## src/rtl/frw_pkg.sv

```systemverilog
`timescale 1ns / 1ps
// ----------------------------------------------------------------------------
// frw_pkg
// Types and constants shared by the flash record ring wear leveler.
// ----------------------------------------------------------------------------
package frw_pkg;

   localparam int unsigned ADDR_W = 24;

   localparam logic [1:0] REQ_WRITE     = 2'd0;
   localparam logic [1:0] REQ_SCAN_INIT = 2'd1;
   localparam logic [1:0] REQ_SCAN_READ = 2'd2;

   localparam logic KIND_WRITE = 1'b0;
   localparam logic KIND_SCAN  = 1'b1;

   localparam logic [15:0]       HEADER_MAGIC = 16'hA55A;
   localparam logic [ADDR_W-1:0] BASE_RESET   = 24'h010000;

   typedef struct packed {
      logic [1:0]  req_type;
      logic        header_read_error;
      logic [15:0] header_magic;
      logic [31:0] header_sequence;
      logic [15:0] header_checksum;
      logic [31:0] payload_seconds;
      logic [31:0] payload_word_a;
      logic [15:0] payload_half_b;
   } frw_req_item_type;

   typedef struct packed {
      logic              result_kind;
      logic [ADDR_W-1:0] slot_address;
      logic              erase_first;
      logic [31:0]       record_sequence;
      logic [15:0]       record_checksum;
      logic              found_valid;
      logic [3:0]        found_slot;
      logic [3:0]        next_write_slot;
      logic [31:0]       found_seconds;
      logic [31:0]       found_word_a;
      logic [15:0]       found_half_b;
   } frw_rsp_item_type;

   typedef struct packed {
      logic             valid;
      frw_req_item_type item;
   } frw_stage_type;

endpackage

```

## src/rtl/frw_req_if.sv

```systemverilog
`timescale 1ns / 1ps
// ----------------------------------------------------------------------------
// frw_req_if
// Request channel: valid, ready and one request item.
// ----------------------------------------------------------------------------
interface frw_req_if import frw_pkg::*; ();
   logic             valid;
   logic             ready;
   frw_req_item_type payload;

   modport source (output valid, output payload, input ready);
   modport sink (input valid, input payload, output ready);
endinterface

```

## src/rtl/frw_rsp_if.sv

```systemverilog
`timescale 1ns / 1ps
// ----------------------------------------------------------------------------
// frw_rsp_if
// Response channel: valid, ready and one result item.
// ----------------------------------------------------------------------------
interface frw_rsp_if import frw_pkg::*; ();
   logic             valid;
   logic             ready;
   frw_rsp_item_type payload;

   modport source (output valid, output payload, input ready);
   modport sink (input valid, input payload, output ready);
endinterface

```

## src/rtl/flash_record_ring_wear_leveler.sv

```systemverilog
`timescale 1ns / 1ps
// ----------------------------------------------------------------------------
// flash_record_ring_wear_leveler
// Round-robin record ring for flash: write commands and newest-record scans.
// ----------------------------------------------------------------------------
//  Channel   Direction  Ports                      Carries
//  req_bus   in         valid, ready, payload      write request or slot header
//  rsp_bus   out        valid, ready, payload      write command or scan outcome
//  csr_*     in         csr_we, csr_wdata          ring base address
//
//  An item is registered at the input and, once the output register is free,
//  processed into it; writes and closing scan headers leave a result there.
//  While the output register is free, one item per cycle is sustained; only
//  it throttles input. A stalled result holds while the input register still
//  takes one more item. Reset is synchronous and needs no clearing pass.
// ----------------------------------------------------------------------------
module flash_record_ring_wear_leveler import frw_pkg::*; #(
   parameter int unsigned SLOT_COUNT        = 16,
   parameter int unsigned SLOT_STRIDE_BYTES = 1024,
   parameter int unsigned SECTOR_BYTES      = 4096
) (
   input  logic              clock,
   input  logic              reset,
   frw_req_if.sink           req_bus,
   frw_rsp_if.source         rsp_bus,
   input  logic              csr_we,
   input  logic [ADDR_W-1:0] csr_wdata
);

   frw_stage_type    stage;
   logic             out_free;
   logic             fire;
   logic             has_result;
   frw_rsp_item_type result;
   logic             rsp_valid_ff, rsp_valid_in;
   frw_rsp_item_type rsp_data_ff;

   assign out_free = !rsp_valid_ff || rsp_bus.ready;
   assign fire     = stage.valid && out_free;

   frw_in_stage u_in_stage (
      .clock   (clock),
      .reset   (reset),
      .req_bus (req_bus),
      .advance (out_free),
      .stage   (stage)
   );

   frw_core #(
      .SLOT_COUNT        (SLOT_COUNT),
      .SLOT_STRIDE_BYTES (SLOT_STRIDE_BYTES),
      .SECTOR_BYTES      (SECTOR_BYTES)
   ) u_core (
      .clock      (clock),
      .reset      (reset),
      .csr_we     (csr_we),
      .csr_wdata  (csr_wdata),
      .stage      (stage),
      .fire       (fire),
      .has_result (has_result),
      .result     (result)
   );

   always_comb begin
      rsp_valid_in = rsp_valid_ff;
      if (has_result) begin
         rsp_valid_in = 1'b1;
      end else if (rsp_bus.ready) begin
         rsp_valid_in = 1'b0;
      end
   end

   always_ff @(posedge clock) begin
      if (reset) begin
         rsp_valid_ff <= 1'b0;
      end else begin
         rsp_valid_ff <= rsp_valid_in;
      end
   end

   always_ff @(posedge clock) begin
      if (has_result) begin
         rsp_data_ff <= result;
      end
   end

   assign rsp_bus.valid   = rsp_valid_ff;
   assign rsp_bus.payload = rsp_data_ff;

endmodule

```

## src/rtl/frw_in_stage.sv

```systemverilog
`timescale 1ns / 1ps
// ----------------------------------------------------------------------------
// frw_in_stage
// Input register that holds one request item until the core takes it.
// ----------------------------------------------------------------------------
module frw_in_stage import frw_pkg::*; (
   input  logic          clock,
   input  logic          reset,
   frw_req_if.sink       req_bus,
   input  logic          advance,
   output frw_stage_type stage
);

   logic             valid_ff;
   logic             valid_in;
   frw_req_item_type item_ff;
   logic             take;

   assign req_bus.ready = !valid_ff || advance;
   assign take          = req_bus.valid && req_bus.ready;

   always_comb begin
      valid_in = valid_ff;
      if (take) begin
         valid_in = 1'b1;
      end else if (advance) begin
         valid_in = 1'b0;
      end
   end

   always_ff @(posedge clock) begin
      if (reset) begin
         valid_ff <= 1'b0;
      end else begin
         valid_ff <= valid_in;
      end
   end

   always_ff @(posedge clock) begin
      if (take) begin
         item_ff <= req_bus.payload;
      end
   end

   assign stage.valid = valid_ff;
   assign stage.item  = item_ff;

endmodule

```

## src/rtl/frw_core.sv

```systemverilog
`timescale 1ns / 1ps
// ----------------------------------------------------------------------------
// frw_core
// Slot ring state, header scan and write command generation.
// ----------------------------------------------------------------------------
module frw_core import frw_pkg::*; #(
   parameter int unsigned SLOT_COUNT        = 16,
   parameter int unsigned SLOT_STRIDE_BYTES = 1024,
   parameter int unsigned SECTOR_BYTES      = 4096
) (
   input  logic              clock,
   input  logic              reset,
   input  logic              csr_we,
   input  logic [ADDR_W-1:0] csr_wdata,
   input  frw_stage_type     stage,
   input  logic              fire,
   output logic              has_result,
   output frw_rsp_item_type  result
);

   function automatic int unsigned trailing_zeros(input int unsigned v);
      int unsigned w;
      int unsigned n;
      begin
         w = v;
         n = 0;
         for (int i = 0; i < 24; i++) begin
            if (w != 0 && (w & 1) == 0) begin
               w = w >> 1;
               n = n + 1;
            end
         end
         return n;
      end
   endfunction

   function automatic logic [ADDR_W-1:0] odd_inverse(input logic [ADDR_W-1:0] m);
      logic [ADDR_W-1:0] x;
      begin
         x = m;
         for (int i = 0; i < 5; i++) begin
            x = x * (24'd2 - m * x);
         end
         return x;
      end
   endfunction

   function automatic logic [15:0] payload_sum(input logic [31:0] secs,
                                               input logic [31:0] word_a,
                                               input logic [15:0] half_b);
      logic [11:0] acc;
      begin
         acc = 12'(half_b[7:0]) + 12'(half_b[15:8]);
         for (int i = 0; i < 4; i++) begin
            acc = acc + 12'(secs[8*i +: 8]) + 12'(word_a[8*i +: 8]);
         end
         return 16'(acc);
      end
   endfunction

   localparam int unsigned       SLOT_W     = $clog2(SLOT_COUNT);
   localparam logic [SLOT_W-1:0] SLOT_LAST  = SLOT_W'(SLOT_COUNT - 1);
   localparam logic [ADDR_W-1:0] STRIDE     = ADDR_W'(SLOT_STRIDE_BYTES);
   localparam int unsigned       SECTOR_TZ  = trailing_zeros(SECTOR_BYTES);
   localparam int unsigned       SECTOR_ODD = SECTOR_BYTES >> SECTOR_TZ;
   localparam logic [ADDR_W-1:0] TZ_MASK    = ADDR_W'((64'd1 << SECTOR_TZ) - 64'd1);
   localparam logic [ADDR_W-1:0] SECTOR_INV = odd_inverse(ADDR_W'(SECTOR_ODD));
   localparam logic [ADDR_W-1:0] DIV_LIMIT  = ADDR_W'(32'h00FF_FFFF / SECTOR_ODD);

   logic [ADDR_W-1:0] base_ff;
   logic [SLOT_W-1:0] next_slot_ff, next_slot_in;
   logic [ADDR_W-1:0] offset_ff, offset_in;
   logic [31:0]       wseq_ff, wseq_in;
   logic [SLOT_W-1:0] pos_ff, pos_in;
   logic [ADDR_W-1:0] scan_off_ff, scan_off_in;
   logic              best_valid_ff, best_valid_in;
   logic [31:0]       best_seq_ff, best_seq_in;
   logic [SLOT_W-1:0] best_slot_ff, best_slot_in;
   logic [SLOT_W-1:0] best_nslot_ff, best_nslot_in;
   logic [ADDR_W-1:0] best_noff_ff, best_noff_in;
   logic [31:0]       best_secs_ff, best_secs_in;
   logic [31:0]       best_word_ff, best_word_in;
   logic [15:0]       best_half_ff, best_half_in;

   frw_req_item_type  it;
   logic              is_write;
   logic              is_scan;
   logic              slot_last;
   logic [SLOT_W-1:0] slot_next;
   logic [ADDR_W-1:0] offset_next;
   logic [ADDR_W-1:0] addr;
   logic [ADDR_W-1:0] addr_prod;
   logic              erase;
   logic [15:0]       sum;
   logic [31:0]       wseq_inc;
   logic              pos_first;
   logic              pos_last;
   logic [SLOT_W-1:0] pos_nslot;
   logic [ADDR_W-1:0] pos_noff;
   logic              cur_valid;
   logic [31:0]       cur_seq;
   logic              hit;
   logic [SLOT_W-1:0] reload_slot;
   logic [ADDR_W-1:0] reload_off;
   logic [31:0]       reload_seq;

   assign it          = stage.item;
   assign is_write    = it.req_type == REQ_WRITE;
   assign is_scan     = it.req_type == REQ_SCAN_INIT || it.req_type == REQ_SCAN_READ;
   assign slot_last   = next_slot_ff == SLOT_LAST;
   assign slot_next   = slot_last ? '0 : next_slot_ff + SLOT_W'(1);
   assign offset_next = slot_last ? '0 : offset_ff + STRIDE;
   assign addr        = base_ff + offset_ff;
   assign addr_prod   = addr * SECTOR_INV;
   assign erase       = (addr & TZ_MASK) == '0 && addr_prod <= DIV_LIMIT;
   assign sum         = payload_sum(it.payload_seconds, it.payload_word_a, it.payload_half_b);
   assign wseq_inc    = wseq_ff + 32'd1;

   assign pos_first = pos_ff == '0;
   assign pos_last  = pos_ff == SLOT_LAST;
   assign pos_nslot = pos_last ? '0 : pos_ff + SLOT_W'(1);
   assign pos_noff  = pos_last ? '0 : scan_off_ff + STRIDE;
   assign cur_valid = pos_first ? 1'b0 : best_valid_ff;
   assign cur_seq   = pos_first ? 32'd0 : best_seq_ff;
   assign hit       = !it.header_read_error && it.header_magic == HEADER_MAGIC &&
                      it.header_checksum == sum && it.header_sequence > cur_seq;

   always_comb begin
      best_valid_in = cur_valid;
      best_seq_in   = cur_seq;
      best_slot_in  = best_slot_ff;
      best_nslot_in = best_nslot_ff;
      best_noff_in  = best_noff_ff;
      best_secs_in  = best_secs_ff;
      best_word_in  = best_word_ff;
      best_half_in  = best_half_ff;
      if (hit) begin
         best_valid_in = 1'b1;
         best_seq_in   = it.header_sequence;
         best_slot_in  = pos_ff;
         best_nslot_in = pos_nslot;
         best_noff_in  = pos_noff;
         best_secs_in  = it.payload_seconds;
         best_word_in  = it.payload_word_a;
         best_half_in  = it.payload_half_b;
      end
      reload_slot = best_valid_in ? best_nslot_in : '0;
      reload_off  = best_valid_in ? best_noff_in : '0;
      reload_seq  = best_valid_in ? best_seq_in : 32'd0;
   end

   always_comb begin
      next_slot_in = next_slot_ff;
      offset_in    = offset_ff;
      wseq_in      = wseq_ff;
      pos_in       = pos_ff;
      scan_off_in  = scan_off_ff;
      if (fire && is_write) begin
         next_slot_in = slot_next;
         offset_in    = offset_next;
         wseq_in      = wseq_inc;
      end
      if (fire && is_scan) begin
         pos_in      = pos_nslot;
         scan_off_in = pos_noff;
         if (pos_last && it.req_type == REQ_SCAN_INIT) begin
            next_slot_in = reload_slot;
            offset_in    = reload_off;
            wseq_in      = reload_seq;
         end
      end
   end

   always_ff @(posedge clock) begin
      if (reset) begin
         base_ff       <= BASE_RESET;
         next_slot_ff  <= '0;
         offset_ff     <= '0;
         wseq_ff       <= '0;
         pos_ff        <= '0;
         scan_off_ff   <= '0;
         best_valid_ff <= 1'b0;
         best_seq_ff   <= '0;
      end else begin
         if (csr_we) begin
            base_ff <= csr_wdata;
         end
         next_slot_ff <= next_slot_in;
         offset_ff    <= offset_in;
         wseq_ff      <= wseq_in;
         pos_ff       <= pos_in;
         scan_off_ff  <= scan_off_in;
         if (fire && is_scan) begin
            best_valid_ff <= best_valid_in;
            best_seq_ff   <= best_seq_in;
         end
      end
   end

   always_ff @(posedge clock) begin
      if (fire && is_scan) begin
         best_slot_ff  <= best_slot_in;
         best_nslot_ff <= best_nslot_in;
         best_noff_ff  <= best_noff_in;
         best_secs_ff  <= best_secs_in;
         best_word_ff  <= best_word_in;
         best_half_ff  <= best_half_in;
      end
   end

   assign has_result = fire && (is_write || (is_scan && pos_last));

   always_comb begin
      result = '0;
      if (is_write) begin
         result.result_kind     = KIND_WRITE;
         result.slot_address    = addr;
         result.erase_first     = erase;
         result.record_sequence = wseq_inc;
         result.record_checksum = sum;
         result.found_slot      = 4'(next_slot_ff);
         result.next_write_slot = 4'(slot_next);
      end else begin
         result.result_kind     = KIND_SCAN;
         result.found_valid     = best_valid_in;
         result.next_write_slot = it.req_type == REQ_SCAN_INIT ? 4'(reload_slot)
                                                                : 4'(next_slot_ff);
         if (best_valid_in) begin
            result.record_sequence = best_seq_in;
            result.found_slot      = 4'(best_slot_in);
            result.found_seconds   = best_secs_in;
            result.found_word_a    = best_word_in;
            result.found_half_b    = best_half_in;
         end
      end
   end

endmodule

```

## src/flat_wrapper.sv

```systemverilog
// flat-port wrapper written by rule: the top's interface ports become plain ports
module flash_record_ring_wear_leveler_flat import frw_pkg::*;
#(
   parameter int unsigned SLOT_COUNT        = 16,
   parameter int unsigned SLOT_STRIDE_BYTES = 1024,
   parameter int unsigned SECTOR_BYTES      = 4096
)
  (clock, reset, csr_we, csr_wdata, req_bus_valid, req_bus_payload, req_bus_ready, rsp_bus_valid, rsp_bus_payload, rsp_bus_ready);
  frw_req_if req_bus_i ();
  frw_rsp_if rsp_bus_i ();
  input  logic clock;
  input  logic reset;
  input  logic csr_we;
  input  logic [ADDR_W-1:0] csr_wdata;
  input wire logic [$bits(req_bus_i.valid)-1:0] req_bus_valid;
  input wire logic [$bits(req_bus_i.payload)-1:0] req_bus_payload;
  output wire logic [$bits(req_bus_i.ready)-1:0] req_bus_ready;
  output wire logic [$bits(rsp_bus_i.valid)-1:0] rsp_bus_valid;
  output wire logic [$bits(rsp_bus_i.payload)-1:0] rsp_bus_payload;
  input wire logic [$bits(rsp_bus_i.ready)-1:0] rsp_bus_ready;
  assign req_bus_i.valid = req_bus_valid;
  assign req_bus_i.payload = req_bus_payload;
  assign req_bus_ready = req_bus_i.ready;
  assign rsp_bus_valid = rsp_bus_i.valid;
  assign rsp_bus_payload = rsp_bus_i.payload;
  assign rsp_bus_i.ready = rsp_bus_ready;
  flash_record_ring_wear_leveler #(.SLOT_COUNT(SLOT_COUNT), .SLOT_STRIDE_BYTES(SLOT_STRIDE_BYTES), .SECTOR_BYTES(SECTOR_BYTES)) u_core (.clock(clock), .reset(reset), .req_bus(req_bus_i), .rsp_bus(rsp_bus_i), .csr_we(csr_we), .csr_wdata(csr_wdata));
endmodule
```

## config.mk

```make
export PLATFORM = sky130hd
export DESIGN_NAME = flash_record_ring_wear_leveler_flat
export DESIGN_NICKNAME = d
export VERILOG_FILES = /design/src/rtl/frw_pkg.sv /design/src/rtl/frw_req_if.sv /design/src/rtl/frw_rsp_if.sv /design/src/rtl/flash_record_ring_wear_leveler.sv /design/src/rtl/frw_in_stage.sv /design/src/rtl/frw_core.sv /design/src/flat_wrapper.sv
export SDC_FILE = /design/constraint.sdc
export NUM_CORES = 1
export LEC_CHECK = 0
export BUFFER_PORTS_ARGS = -buffer_cell sky130_fd_sc_hd__buf_2
export CORE_ASPECT_RATIO = 0.6
export CORE_MARGIN = 4
export CORE_UTILIZATION = 40
export CTS_CLUSTER_SIZE = 20
export DETAILED_ROUTE_END_ITERATION = 16
export SKIP_CTS_REPAIR_TIMING = 1
export SYNTH_ARGS = -nofsm -noshare
export SYNTH_HDL_FRONTEND = slang
export SYNTH_HIERARCHICAL = 1
export SYNTH_SLANG_ARGS = --single-unit
```

## constraint.sdc

```tcl
create_clock -name clock -period 16.88 [get_ports clock]
set_clock_uncertainty 0.1 [all_clocks]
set_input_delay 3.376 -clock clock [delete_from_list [all_inputs] [get_ports clock]]
set_output_delay 3.376 -clock clock [all_outputs]
set_load 0.005 [all_outputs]
```

After elaboration in Yosys (flattened, before gate mapping)
Index checks and enable logic that the tools add are counted.
{"block": "totals", "reg_bits": 569, "inputBits": 176, "output_inout_bits": 165, "word_cells": 119}
{"block": "classes", "addsub": 15, "n_lt_le_gt_ge": 2, "n_eq_ne": 6, "mux": 35, "bitwise_logic": 1, "n_reduce_logical": 24}
{"op": "$mux W32", "count": 9}
{"op": "$mux W24", "count": 7}
{"op": "$add A12 B8 Y12", "count": 5}
{"op": "$add A24 B11 Y24 const B", "count": 2}
{"op": "$mux W4", "count": 10}
{"op": "$add A32 B1 Y32 const B", "count": 1}
{"op": "$gt A32 B32 Y1", "count": 1}
{"op": "$add A24 B24 Y24", "count": 1}
{"op": "$le A24 B24 Y1 const B", "count": 1}
{"op": "$logic_not A24 Y1", "count": 1}
{"op": "$eq A16 B12 Y1", "count": 1}
{"op": "$eq A16 B16 Y1 const B", "count": 1}
{"op": "$mux W16", "count": 1}
{"op": "$add A11 B8 Y12", "count": 1}
{"op": "$add A10 B8 Y11", "count": 1}
{"op": "$logic_and A1 B1 Y1", "count": 11}
{"op": "$add A9 B8 Y10", "count": 1}
{"op": "$add A8 B8 Y9", "count": 1}
{"op": "$add A4 B1 Y4 const B", "count": 2}
{"op": "$eq A4 B4 Y1 const B", "count": 2}
{"op": "$mux W8", "count": 1}
{"op": "$mux W1", "count": 7}
{"op": "$logic_not A4 Y1", "count": 1}
{"op": "$logic_or A1 B1 Y1", "count": 4}
{"op": "other kinds (7)", "count": 10}

Longest topological paths before layout
{"block": "logic_depth", "depth_word": 16, "mapped_depth": 24}

Modules after synthesis
Netlist, hierarchy kept.
{"module": "frw_core", "n_inst": 1, "cells_per_inst": 1831, "area_per_inst_um2": 17624.4, "seq_area_each_um2": 6266.0}
{"module": "flash_record_ring_wear_leveler", "n_inst": 1, "cells_per_inst": 168, "area_per_inst_um2": 4949.7, "seq_area_each_um2": 4914.7}
{"module": "frw_in_stage", "n_inst": 1, "cells_per_inst": 153, "area_per_inst_um2": 4476.8, "seq_area_each_um2": 4434.3}

Least setup slack after synthesis
OpenSTA, ideal clock, no wires.
{"block": "synth_timing", "kind": "input to register", "start": "input port rsp_bus_ready", "end": "register u_core.rsp_valid_ff, in the netlist u_core/rsp_bus.valid", "setup_ns": 0.097, "t_arrival_ns": 16.228, "setup_slack_ns": 0.455, "cell_stages": 7, "path_buffers": 1, "path_cell_list": "nand2b_4 and2_4 nand2_1 clkbuf_1 o21ai_0 inv_1 a21oi_2"}
{"block": "synth_via", "elab_chain_cells": 4, "elab_cells_between_ends": 5, "classes_between": "1 x mux; 4 x reduce/logical"}
{"element": "from (decl)", "line": "flat_wrapper.sv:20", "source": "input wire logic [$bits(rsp_bus_i.ready)-1:0] rsp_bus_ready;"}
{"element": "$logic_or A1 B1 Y1 *", "line": "flash_record_ring_wear_leveler.sv:38", "source": "assign out_free = !rsp_valid_ff || rsp_bus.ready;"}
{"element": "$logic_and A1 B1 Y1 *", "line": "flash_record_ring_wear_leveler.sv:39", "source": "assign fire = stage.valid && out_free;"}
{"element": "net u_core.fire", "line": "flash_record_ring_wear_leveler.sv:32", "source": "logic fire;"}
{"element": "$logic_and A1 B1 Y1 *", "line": "frw_core.sv:211", "source": "assign has_result = fire && (is_write || (is_scan && pos_last));"}
{"element": "net u_core.has_result", "line": "flash_record_ring_wear_leveler.sv:33", "source": "logic has_result;"}
{"element": "$mux W1 / $reduce_bool A2 Y1 (equally long branches)"}
{"element": "to (signal assigned)", "line": "flash_record_ring_wear_leveler.sv:77", "source": "rsp_valid_ff <= rsp_valid_in;"}
{"element": "to (decl)", "line": "flash_record_ring_wear_leveler.sv:35", "source": "logic rsp_valid_ff, rsp_valid_in;"}
Mark *: on every way through the listed nets, which the timed path passes. The rest lies on a longest branch.
A chain may end at the register's enable or synchronous reset.

Worst setup path after layout
{"block": "layout_timing", "start": "register u_core.u_in_stage.item_ff (netlist bit u_core/u_in_stage/stage[2])", "end": "register u_core.rsp_data_ff (netlist bit u_core/rsp_bus.payload[14]), data pin"}
{"block": "layout_via", "elab_cells_between_ends": 16, "classes_between": "9 x add/sub; 1 x eq/ne; 2 x mux; 1 x bitwise; 3 x reduce/logical"}
{"element": "from (decl)", "line": "frw_in_stage.sv:16", "source": "frw_req_item_type item_ff;"}
{"element": "from (signal assigned)", "line": "frw_in_stage.sv:41", "source": "item_ff <= req_bus.payload;"}
{"element": "$add A8 B8 Y9", "line": "frw_core.sv:53", "source": "acc = 12'(half_b[7:0]) + 12'(half_b[15:8]);"}
{"element": "$add A9 B8 Y10", "line": "frw_core.sv:55", "source": "acc = acc + 12'(secs[8*i +: 8]) + 12'(word_a[8*i +: 8]);"}
{"element": "$add A10 B8 Y11", "line": "frw_core.sv:55"}
{"element": "$add A11 B8 Y12", "line": "frw_core.sv:55"}
{"element": "$add A12 B8 Y12 (5 in a row)", "line": "frw_core.sv:55"}
{"element": "$eq A16 B12 Y1", "line": "frw_core.sv:126", "source": "it.header_checksum == sum && it.header_sequence > cur_seq;"}
{"element": "$logic_and A1 B1 Y1", "line": "frw_core.sv:125", "source": "assign hit = !it.header_read_error && it.header_magic == HEADER_MAGIC &&"}
{"element": "$logic_and A1 B1 Y1", "line": "frw_core.sv:126"}
{"element": "$mux W16", "line": "frw_core.sv:137", "source": "if (hit) begin"}
{"element": "net u_core.u_core.best_half_in[14]", "line": "frw_core.sv:83", "source": "logic [15:0] best_half_ff, best_half_in;"}
{"element": "to (signal assigned)", "line": "flash_record_ring_wear_leveler.sv:83", "source": "rsp_data_ff <= result;"}
{"element": "to (decl)", "line": "flash_record_ring_wear_leveler.sv:36", "source": "frw_rsp_item_type rsp_data_ff;"}
The timed path passes the listed nets, and every way through them passes these cells.

==> run summary <==
Distinct cells, synth = 82
Filler cells = 6,004
H-tree Lvls = 2
Drt wl/cell = 20.8 um
Multiplexer area fraction after synthesis = 6.81%
Die area = 72,000 sq um
Root Driver = clkbuf_16
FF-to-FF Start = u_core/u_in_stage/stage[2]
Worst Path Required = 17.15 ns
FF-to-FF End = u_core/rsp_bus.payload[14]
VDD IR max = 0.156 mV
Setup violators final = 0
Share of cells above drive strength 1 = 22.0%
Worst Setup End Kind = flip-flop
Crit share post-route = 46.8%
Largest net degree at the start of global routing = 82
Total track usage = 19.4%
Starting density of the core = 40.6%
Hold WC Path Type = reg2reg
Start point of the worst hold path = u_core/u_core/scan_off_ff[3]
Simple-Gate Fraction of Synth Area = 12.5%
Latest clock arrival within the worst-skew pair = 0.62 ns
Placed cells = 3,306
Chip width = 344 um
CTS tree = yes
Sum of negative setup slack = 0 ns
Max-slew violation count = 0
Clock sink count = 569
Met1 wire length = 35.0 mm
Yosys reg bits = 569
Pleak = 12.1 nW
Worst r2r path cells = 18
Initial antenna violation count = 10
Synthesized cell area = 27,100 sq um
Total grt overflow = 0
Syn Inst Count = 2,152
Vias in the first global route = 17,500
CTS Buf Count = 56
DRC = 0
WHS Endpoint = u_core/u_core/scan_off_ff[3]
Leading post-synthesis cells by cell area = edfxtp_1 (47%), dfxtp_1 (11%), fa_1 (4.6%)
Via count = 17,900
DR top layer = met5
Reg-to-reg slack, setup = 8.98 ns
Post-synth top area cell = edfxtp_1
Via density = 5.23
GP Congestion = 0.880
Min Hold Slack = 0.364 ns
Yosys top cell area share = 46.8%
Dpl ws = 9.01 ns
Crit path DAT = 8.16 ns
IO Port Bufs = 340
Hold Path Depth = 1
Largest family of logic cells by synthesized area = simple AND/OR/NAND/NOR gates
Iteration-0 DRC Markers = 1,412
Share of the yosys chip area belonging to registers = 57.7%
Minimum clock period = 7.90 ns
Clock-pin slew on the worst setup and hold paths = 0.07 ns
Post-detail-place hpwl = 50.3 mm
Syn. warnings = 6
Final Hold Vio Count = 0
Critical Setup Path Class = reg2reg
CP startpoint kind = flip-flop
Area Growth Syn to Fin = 16.1%
CP max FO = 62
Row count = 73
Fin nets = 2,784
Outcome = finished, final reports clean
First-pass DRT Iterations = 5
Core box area = 66,600 sq um
Die height = 209 um
# IOs = 341
Post-synthesis adder-cell area fraction = 8.38%
Cell Count, Final, Fillers Out = 3,412
Final WS setup = 8.98 ns
Area fraction in compound gates after synthesis = 7.30%
First-pass GRT wire length = 107 mm
DR WL met3 = 5.15 mm
Metal2 WL = 29.4 mm
Slew of the pin with the lowest slew margin = 1.15 ns
Multi-input logic area = 10,600 sq um
Clk buf depth = 3
MaxCap Viol Count = 0
Antenna-violating nets left = 0
Asr flop ratio synth = 0%
Post-Synth XOR/XNOR Area = 4.03%
RSZ-0062 raised after global routing = false
Ys flop type = edfxtp_1
Top-count cell post-synth = edfxtp_1
Pwr Density = 130 nW/um^2
Post-synth top cells = edfxtp_1 (422), nand2_1 (184), dfxtp_1 (147), nor2_1 (146), and2_1 (114)
Max Fclk = 0.127 GHz
Max_slew headroom = 23.5%
Avg Cell Area, Syn = 12.6 sq um
Total routed wirelength = 70.8 mm
Post-synth EDFFs = 422
Sequential standard cell area = 15,600 sq um
[metrics by stage]
stage               area [sq um]  total power [mW]  util (%)
floorplan                  27100              2.55         -
global placement           29600              2.81      44.4
detailed placement         29600              2.83      44.4
CTS                        31400              4.11      47.1
global route               31400              4.33      47.2
finish                     31400              4.09      47.2
[registers in the layout, summed over array words and instances (netlist names)]
register / count
u_core/u_in_stage/valid_ff: 1
u_core/u_core/wseq_ff: 32
u_core/u_core/base_ff: 24
u_core/u_core/offset_ff: 24
u_core/u_core/pos_ff: 4
u_core/u_in_stage/stage: 147
u_core/rsp_bus.valid: 1
u_core/u_core/best_noff_ff: 24
u_core/u_core/best_slot_ff: 4
u_core/u_core/best_half_ff: 16
u_core/u_core/next_slot_ff: 4
u_core/u_core/scan_off_ff: 24
u_core/rsp_bus.payload: 163
u_core/u_core/best_secs_ff: 32
u_core/u_core/best_valid_ff: 1
u_core/u_core/best_seq_ff: 32
u_core/u_core/best_nslot_ff: 4
u_core/u_core/best_word_ff: 32
[power breakdown]
part | leakage [nW] | switching [mW] | internal [mW] | total [mW]
registers | 4.88 | 0.0241 | 1.54 | 1.57
logic | 6.35 | 0.760 | 0.497 | 1.26
clock network | 0.899 | 0.556 | 0.712 | 1.27
total | 12.1 | 1.34 | 2.75 | 4.09
[worst max path at each step]
| stage | from | slack (ns) | endpoint | cells after the start |
|---|---|---|---|---|
| 2_1_floorplan | rsp_bus_ready | 0.45 | u_core/rsp_bus.valid | 7 |
| 3_3_place_gp | u_core/u_in_stage/stage[2] | 9.13 | u_core/rsp_bus.payload[79] | 18 |
| 3_5_place_dp | u_core/u_in_stage/stage[2] | 9.01 | u_core/rsp_bus.payload[25] | 18 |
| 4_1_cts | u_core/u_in_stage/stage[2] | 8.95 | u_core/rsp_bus.payload[14] | 18 |
| 5_1_grt | u_core/u_in_stage/stage[2] | 8.59 | u_core/rsp_bus.payload[15] | 18 |
| 6_report | u_core/u_in_stage/stage[2] | 8.98 | u_core/rsp_bus.payload[14] | 18 |
[cell type report]
| type | instances | share of cell area, % |
|---|---|---|
| Sequential cell | 569 | 49.7 |
| Multi-Input combinational cell | 1389 | 33.9 |
| Timing Repair Buffer | 361 | 5.92 |
| Clock buffer | 63 | 4.61 |
| Tap cell | 900 | 3.59 |
| Clock inverter | 41 | 1.20 |
| Inverter | 87 | 1.05 |
| Antenna cell | 2 | 0.0159 |
[critical path, stage by stage (launching register included)]
cell,delay (ns)
edfxtp_1,0.42
fa_1,0.55
inv_1,0.10
fa_1,0.53
fa_1,0.53
fa_1,0.56
inv_1,0.06
fa_1,0.51
fa_1,0.55
xnor3_1,0.42
o31ai_1,0.11
nor4_1,0.32
o211a_1,0.21
nand4_1,0.11
nor4b_2,0.43
and2_4,0.84
buf_4,0.69
mux2_2,0.42
and2_1,0.14
[per-layer routing]
metal  global-route usage [%]  vias to the layer above
met1                     30.6                     8784
met2                     27.2                      572
li1                         -                     8383
met3                     4.14                      103
met5                        0                        -
met4                     3.89                       14
[cell families (layout without fill, tap and decap cells)]
logic type	count (synthesis)	after routing
mux	166	166
xor+xnor	123	123
fa+ha+maj	144	144
flops	569	569
simple gates	675	675
compound gates	277	277
buf+inv	197	552
other cells	1	6
[cells in the final DEF, fill, tap and decap left out, drive strengths merged, types with 6 or more instances in the layout]
master  instances
edfxtp        422
buf           361
nand2         184
dfxtp         147
nor2          146
and2          116
inv            92
mux2           84
mux2i          82
ha             82
xnor2          76
nand3          64
clkbuf         63
fa             62
a22o           54
and3           53
a21oi          53
xor2           46
o21ai          44
a211oi         34
clkinv         29
nor3           27
nand4          21
a21o           19
and4           10
o22ai           9
nand2b          9
nor2b           8
nor4            8
bufinv          6
a22oi           6
a211o           6
nor4bb          6
or3             6
nor3b           6
a31oi           6
No activity file was read; power rests on OpenSTA's default activity.
